--- config.mk ---
export PLATFORM = sky130hd
export DESIGN_NAME = murmur3_32_stream_hash_unit
export DESIGN_NICKNAME = d
export VERILOG_FILES = /design/src/hw/rtl/mm3_pkg.sv /design/src/hw/rtl/mm3_datapath.sv /design/src/hw/rtl/mm3_ctrl.sv /design/src/hw/rtl/murmur3_32_stream_hash_unit.sv
export VERILOG_INCLUDE_DIRS = /design/src /design/src/hw/rtl
export SDC_FILE = /design/constraint.sdc
export NUM_CORES = 2
export LEC_CHECK = 0
export ABC_AREA = 0
export BUFFER_PORTS_ARGS = -buffer_cell sky130_fd_sc_hd__buf_2
export CAP_MARGIN = 20
export CORE_MARGIN = 1.5
export CORE_UTILIZATION = 28
export CTS_CLUSTER_SIZE = 14
export DETAILED_ROUTE_END_ITERATION = 8
export GPL_TIMING_DRIVEN = 0
export HOLD_SLACK_MARGIN = 0.1
export PLACE_DENSITY = 0.45
export RECOVER_POWER = 25
export SLEW_MARGIN = 20
export SYNTH_ARGS = -nofsm -noshare
export SYNTH_HDL_FRONTEND = slang
export SYNTH_HIERARCHICAL = 1
export SYNTH_SLANG_ARGS = --single-unit
--- constraint.sdc ---
create_clock -name clk -period 32.5 [get_ports clk]
set_input_delay 3.25 -clock clk [delete_from_list [all_inputs] [get_ports clk]]
set_output_delay 3.25 -clock clk [all_outputs]
set_load 0.05 [all_outputs]
--- src/hw/rtl/murmur3_32_stream_hash_unit_assert.svh ---
// Assertion macros for the MurmurHash3 stream hash unit
`ifndef MURMUR3_32_STREAM_HASH_UNIT_ASSERT_SVH
`define MURMUR3_32_STREAM_HASH_UNIT_ASSERT_SVH

// same-cycle implication, checked out of reset
`define MM3_ASSERT_NOW(label, ante, cons, msg) \
  label: assert property (@(posedge clk) disable iff (rst) (ante) |-> (cons)) \
    else $error(msg);

// next-cycle implication, checked out of reset
`define MM3_ASSERT_NEXT(label, ante, cons, msg) \
  label: assert property (@(posedge clk) disable iff (rst) (ante) |=> (cons)) \
    else $error(msg);

`endif

--- src/hw/rtl/mm3_pkg.sv ---
// Package: MurmurHash3 constants, command struct and byte mask helper
`timescale 1ns / 1ps

package mm3_pkg;

  localparam logic [31:0] MIX_C1  = 32'hcc9e2d51;
  localparam logic [31:0] MIX_C2  = 32'h1b873593;
  localparam logic [31:0] MIX_ADD = 32'he6546b64;
  localparam logic [31:0] FIN_C1  = 32'h85ebca6b;
  localparam logic [31:0] FIN_C2  = 32'hc2b2ae35;

  localparam logic [2:0] FULL_BYTES = 3'd4;
  localparam logic [31:0] SEED_RESET = 32'h0;

  // datapath commands, at most one step per cycle
  typedef struct packed {
    logic load;       // request taken: first multiply, length update
    logic load_seed;  // start of message: accumulator from seed
    logic mul2;       // second scramble multiply
    logic mix;        // accumulator update
    logic mix_last;   // last word: fold in length and first avalanche shift
    logic fin1;       // first avalanche multiply
    logic fin2;       // second avalanche multiply, result register load
  } cmd_t;

  function automatic logic [31:0] byte_mask(input logic [2:0] count);
    logic [31:0] m;
    case (count)
      3'd0:    m = 32'h0000_0000;
      3'd1:    m = 32'h0000_00ff;
      3'd2:    m = 32'h0000_ffff;
      3'd3:    m = 32'h00ff_ffff;
      default: m = 32'hffff_ffff;
    endcase
    return m;
  endfunction

endpackage

--- src/hw/rtl/mm3_datapath.sv ---
// Datapath: seed, accumulator, length, shared 32x32 multiplier, result register
`timescale 1ns / 1ps

module mm3_datapath #(
  parameter logic [31:0] SEED_INIT = mm3_pkg::SEED_RESET
) (
  input  logic             clk,
  input  logic             rst,
  input  mm3_pkg::cmd_t    cmd,
  input  logic             cfg_we,
  input  logic [31:0]      cfg_wdata,
  input  logic [31:0]      message_word,
  input  logic [2:0]       byte_count,
  input  logic             last_word,
  output logic [31:0]      hash_value
);
  import mm3_pkg::*;

  logic [31:0] seed;
  logic [31:0] acc;
  logic [31:0] len;
  logic [31:0] k;
  logic        full;

  logic [2:0]  cnt_eff;
  logic [31:0] len_next;
  logic [31:0] mul_a;
  logic [31:0] mul_b;
  logic [31:0] prod;
  logic [31:0] hx;
  logic [31:0] hr;
  logic [31:0] hm;
  logic [31:0] hl;
  logic [31:0] acc_x13;

  always_comb begin
    if (!last_word || byte_count > FULL_BYTES) begin
      cnt_eff = FULL_BYTES;
    end else begin
      cnt_eff = byte_count;
    end
  end

  assign len_next = (cmd.load_seed ? 32'h0 : len) + {29'h0, cnt_eff};

  assign acc_x13 = acc ^ (acc >> 13);

  always_comb begin
    if (cmd.mul2) begin
      mul_a = {k[16:0], k[31:17]};
      mul_b = MIX_C2;
    end else if (cmd.fin1) begin
      mul_a = acc;
      mul_b = FIN_C1;
    end else if (cmd.fin2) begin
      mul_a = acc_x13;
      mul_b = FIN_C2;
    end else begin
      mul_a = message_word & byte_mask(cnt_eff);
      mul_b = MIX_C1;
    end
  end

  assign prod = mul_a * mul_b;

  assign hx = acc ^ k;
  assign hr = {hx[18:0], hx[31:19]};
  assign hm = full ? ((hr << 2) + hr + MIX_ADD) : hx;
  assign hl = hm ^ len;

  always_ff @(posedge clk) begin
    if (rst) begin
      seed <= SEED_INIT;
    end else if (cfg_we) begin
      seed <= cfg_wdata;
    end
  end

  always_ff @(posedge clk) begin
    if (rst) begin
      acc <= 32'h0;
      len <= 32'h0;
    end else begin
      if (cmd.load) begin
        len <= len_next;
        if (cmd.load_seed) begin
          acc <= seed;
        end
      end else if (cmd.mix) begin
        acc <= cmd.mix_last ? (hl ^ (hl >> 16)) : hm;
      end else if (cmd.fin1) begin
        acc <= prod;
      end
    end
  end

  always_ff @(posedge clk) begin
    if (cmd.load) begin
      k    <= prod;
      full <= cnt_eff[2];
    end else if (cmd.mul2) begin
      k <= prod;
    end
    if (cmd.fin2) begin
      hash_value <= prod ^ (prod >> 16);
    end
  end

endmodule

--- src/hw/rtl/mm3_ctrl.sv ---
// Controller: step sequencer, message tracking and output handshake
`timescale 1ns / 1ps

module mm3_ctrl (
  input  logic          clk,
  input  logic          rst,
  input  logic          in_valid,
  output logic          in_ready,
  input  logic          last_word,
  output logic          out_valid,
  input  logic          out_ready,
  output mm3_pkg::cmd_t cmd
);
  import mm3_pkg::*;

  typedef enum logic [4:0] {
    S_IDLE = 5'b00001,
    S_MUL2 = 5'b00010,
    S_MIX  = 5'b00100,
    S_FIN1 = 5'b01000,
    S_FIN2 = 5'b10000
  } state_t;

  state_t state;
  state_t state_next;
  logic   mid_message;
  logic   last_q;
  logic   accept;
  logic   out_free;

  assign in_ready = (state == S_IDLE);
  assign accept   = in_valid && in_ready;
  assign out_free = !out_valid || out_ready;

  always_comb begin
    state_next = state;
    unique case (state)
      S_IDLE: begin
        if (accept) begin
          state_next = S_MUL2;
        end
      end
      S_MUL2: state_next = S_MIX;
      S_MIX:  state_next = last_q ? S_FIN1 : S_IDLE;
      S_FIN1: state_next = S_FIN2;
      S_FIN2: begin
        if (out_free) begin
          state_next = S_IDLE;
        end
      end
      default: state_next = S_IDLE;
    endcase
  end

  always_comb begin
    cmd           = '0;
    cmd.load      = accept;
    cmd.load_seed = accept && !mid_message;
    cmd.mul2      = (state == S_MUL2);
    cmd.mix       = (state == S_MIX);
    cmd.mix_last  = (state == S_MIX) && last_q;
    cmd.fin1      = (state == S_FIN1);
    cmd.fin2      = (state == S_FIN2) && out_free;
  end

  always_ff @(posedge clk) begin
    if (rst) begin
      state       <= S_IDLE;
      mid_message <= 1'b0;
      last_q      <= 1'b0;
      out_valid   <= 1'b0;
    end else begin
      state <= state_next;
      if (accept) begin
        mid_message <= !last_word;
        last_q      <= last_word;
      end
      if (cmd.fin2) begin
        out_valid <= 1'b1;
      end else if (out_ready) begin
        out_valid <= 1'b0;
      end
    end
  end

endmodule

--- src/hw/rtl/murmur3_32_stream_hash_unit.sv ---
// MurmurHash3 x86_32 over a stream of 32-bit little-endian words
// Input channel (in_valid/in_ready): message_word, byte_count, last_word.
// byte_count (0..4, above 4 means 4) only matters on the last word.
// Output channel (out_valid/out_ready): hash_value, one per message.
// cfg_we/cfg_wdata write the seed; it applies from the next message start.
// Words that are not last pass through accept, second scramble multiply
// and accumulator mix, and no new request is taken until they finish;
// this is bounded by the single shared 32x32 multiplier. A last word also
// takes two more avalanche multiplies on the same multiplier, after
// which hash_value is registered and out_valid is set.
// The result sits in an output register, so the next message can start
// while it waits. If the receiver stalls and a new hash is ready, the
// block holds in its final step and takes no request until the register
// frees up.
// Reset: synchronous; seed back to SEED_INIT (0 by default), no message open, output empty.
`timescale 1ns / 1ps

module murmur3_32_stream_hash_unit #(
  parameter logic [31:0] SEED_INIT = mm3_pkg::SEED_RESET
) (
  input  logic        clk,
  input  logic        rst,
  input  logic        cfg_we,
  input  logic [31:0] cfg_wdata,
  input  logic        in_valid,
  output logic        in_ready,
  input  logic [31:0] message_word,
  input  logic [2:0]  byte_count,
  input  logic        last_word,
  output logic        out_valid,
  input  logic        out_ready,
  output logic [31:0] hash_value
);
  import mm3_pkg::*;

  cmd_t       cmd;
  logic [4:0] step_vec;

  mm3_ctrl u_ctrl (
    .clk       (clk),
    .rst       (rst),
    .in_valid  (in_valid),
    .in_ready  (in_ready),
    .last_word (last_word),
    .out_valid (out_valid),
    .out_ready (out_ready),
    .cmd       (cmd)
  );

  mm3_datapath #(
    .SEED_INIT (SEED_INIT)
  ) u_datapath (
    .clk          (clk),
    .rst          (rst),
    .cmd          (cmd),
    .cfg_we       (cfg_we),
    .cfg_wdata    (cfg_wdata),
    .message_word (message_word),
    .byte_count   (byte_count),
    .last_word    (last_word),
    .hash_value   (hash_value)
  );

  assign step_vec = {cmd.load, cmd.mul2, cmd.mix, cmd.fin1, cmd.fin2};

`include "murmur3_32_stream_hash_unit_assert.svh"

  `MM3_ASSERT_NEXT(a_busy_after_accept, in_valid && in_ready, !in_ready, "accepted twice in a row")
  `MM3_ASSERT_NOW(a_one_step, 1'b1, $onehot0(step_vec), "more than one datapath step at once")
  `MM3_ASSERT_NEXT(a_result_loaded, cmd.fin2, out_valid, "finished hash not presented")
  `MM3_ASSERT_NOW(a_no_overwrite, out_valid && !out_ready, !cmd.fin2, "pending hash overwritten")

endmodule
==> results.json <==
{
  "path_max_fanout": 17,
  "dieHeight_um": 308,
  "dieArea_mm2": 0.0948,
  "grt_pass1_wl_mm": 164,
  "cp.arrival_ps": 16490,
  "async_reset_ff_share_pct": 0,
  "tns_ps": 0,
  "grt_usage_pct": 24.7,
  "drv_slew": 0,
  "use_met1_pct": 34.9,
  "drive_above_1_share_pct": 6.06,
  "cts_tree": "done",
  "syn2layout_area_growth_pct": 10.5,
  "num_vias": 21700,
  "setup.worst_path.class": "primary input to flop",
  "synth_ff_type": "dfxtp_1",
  "start_util_pct": 28.3,
  "drtAntennaViolNets": 0,
  "globalplace.congestion": 1.00,
  "synthMostInstantiatedCell": "inv_1",
  "grt_pass1_vias": 22300,
  "min_period_ps": 16310,
  "ys_ff_latch": 169,
  "synth_common_cells": "inv_1, fa_1, nand2_1, nor2_1, ha_1",
  "dr.pass1.iters": 7,
  "met2_usage_pct": 35.9,
  "clock-sinks": 169,
  "grt-ovfl-total": 0,
  "core_area_mm2": 0.0919,
  "syn_avg_cell_area_um2": 8.80,
  "worstHoldPathType": "flop to flop",
  "grt_max_degree": 27,
  "drc": 0,
  "synth_area_mm2": 0.0260,
  "worst_pin_slew_ps": 1440,
  "crit_slowest_cell": "clkbuf_1",
  "synth_edf_count": 65,
  "postCtsSetupBuffers": 0,
  "hold_viol_final": 0,
  "worstPathRequired_ps": 32680,
  "die_x_um": 308,
  "post_cts_hold_buffer_count": 0,
  "hpwl_mm": 101,
  "end_kind": "flop",
  "multi_input_area_mm2": 0.0192,
  "cp-start-kind": "primary input",
  "ys_warn_count": 6,
  "synth.top_cells.by_area": "fa_1, ha_1, inv_1",
  "finalClockSkew_ps": 18.8,
  "cpMostUsedCell": "fa_1",
  "rsz0062_at_grt": "false",
  "post-route-period-util_pct": 50.2,
  "cts.clk_slew.worst_paths_ps": 80,
  "drv_cap": 0,
  "cts_made_buffers": 17,
  "finalSetupViolations": 0,
  "synth_cell_types": 91,
  "ys_seq_area_share_pct": 15.5,
  "htreeDepth": 4,
  "cts_buffer_depth": 2,
  "port_buffers": 105,
  "routed_wl_mm": 115,
  "ff_latch_area_mm2": 0.00403,
  "grt.met3_usage_pct": 5.33,
  "synth_top_cell_by_area": "fa_1",
  "cts-resized-gates": 0,
  "synth_nets": 3619,
  "synth_cells": 2958,
  "fill_cells": 10000,
  "wl_per_cell_um": 26.6,
  "insertedDiodeCount": 0,
  "max-slew-margin-rel_pct": 4.28,
  "nets": 3749,
  "clkLatencyLatePin_ps": 490,
  "critPathMaxStageDelay_ps": 1080,
  "status": "complete, no violations",
  "clock.fmax_mhz": 61.3,
  "cts-root-buf": "clkbuf_16",
  "via_per_inst": 5.00,
  "fp-row-count": 111,
  "grt_antenna_before_repair": 5,
  "top_usage_layer": "met2",
  "synth_top_area_share_pct": 30.6,
  "io_pins": 107,
  "drtIter0Drc": 2203
}
[routing by layer]
layer	vias up	wire length (um)	share of wire, %
li1	9611	-	-
met1	10900	52400	45
met2	967	47800	41
met3	197	9480	8.2
met4	4	5640	4.9
met5	-	21	0.018
[path summary, 6_finish.rpt]
path | startpoint | endpoint | slack, ps | cells after the start
worst min register to register | u_ctrl/last_q | u_ctrl/last_q | 490 | 2
worst max-delay path | out_ready | u_datapath/hash_value[13] | 16190 | 35
worst min-delay path | u_ctrl/last_q | u_ctrl/last_q | 490 | 2
worst max register to register | u_ctrl/state[0] | u_datapath/hash_value[13] | 18080 | 35
[flip-flops by register name, indices dropped and copies added (netlist names)]
| register | cells |
|---|---|
| u_datapath/full | 1 |
| u_datapath/len | 32 |
| u_ctrl/out_valid | 1 |
| u_datapath/acc | 32 |
| u_ctrl/mid_message | 1 |
| u_ctrl/last_q | 1 |
| u_datapath/seed | 32 |
| u_datapath/k | 32 |
| u_ctrl/state | 5 |
| u_datapath/hash_value | 32 |
[per-stage QoR]
step	hold WS [ps]	setup WS, ps	instances	utilization [%]	instance area (um^2)
after floorplan	451	19300	2958	-	26000
after global placement	473	13060	4306	30.6	28100
after detailed placement	481	17340	4312	30.7	28200
after CTS	497	17860	4344	31.3	28800
after global routing	538	16050	4344	31.3	28800
final	495	16190	4344	31.3	28800
[critical path, delay by kind of cell]
kind	cells	cell delay (ps)
buf+inv	13	4270
fa+ha+maj	9	4190
compound gates	6	2530
xor+xnor	2	1130
simple gates	5	1070
[placed cells by master, fill, tap and decap left out, types with 17 or more instances in the layout]
| master | n |
|---|---|
| a21o_1 | 35 |
| a21oi_1 | 111 |
| and2_1 | 20 |
| and3_1 | 26 |
| buf_2 | 111 |
| clkbuf_1 | 101 |
| clkbuf_16 | 18 |
| dfxtp_1 | 104 |
| edfxtp_1 | 65 |
| fa_1 | 398 |
| ha_1 | 190 |
| inv_1 | 627 |
| mux2i_1 | 46 |
| nand2_1 | 291 |
| nand3_1 | 35 |
| nor2_1 | 234 |
| nor2b_1 | 25 |
| nor3_1 | 24 |
| o21a_1 | 18 |
| o21ai_0 | 104 |
| or3_1 | 17 |
| xnor2_1 | 131 |
| xor2_1 | 82 |
[kinds of logic after synthesis]
| family | after synthesis | synth area share (%) |
|---|---|---|
| simple gates | 748 | 13.0 |
| buf+inv | 744 | 10.8 |
| fa+ha+maj | 588 | 39.7 |
| compound gates | 430 | 11.0 |
| xor+xnor | 226 | 7.95 |
| flops | 169 | 15.5 |
| mux | 52 | 2.03 |
| other cells | 1 | 0.0144 |
[cell type report]
cell class	instances	area share [%]
multi-input cells	2045	66.9
clock inverters	11	0.348
repair buffers	111	1.98
flip-flops and latches	169	14.0
well taps	1243	5.40
plain buffers	116	1.60
clock buffers	21	1.60
inverters	628	8.19
Power is not shown: default switching activity piles up to over one toggle a cycle in this logic, so the estimate is an artifact.
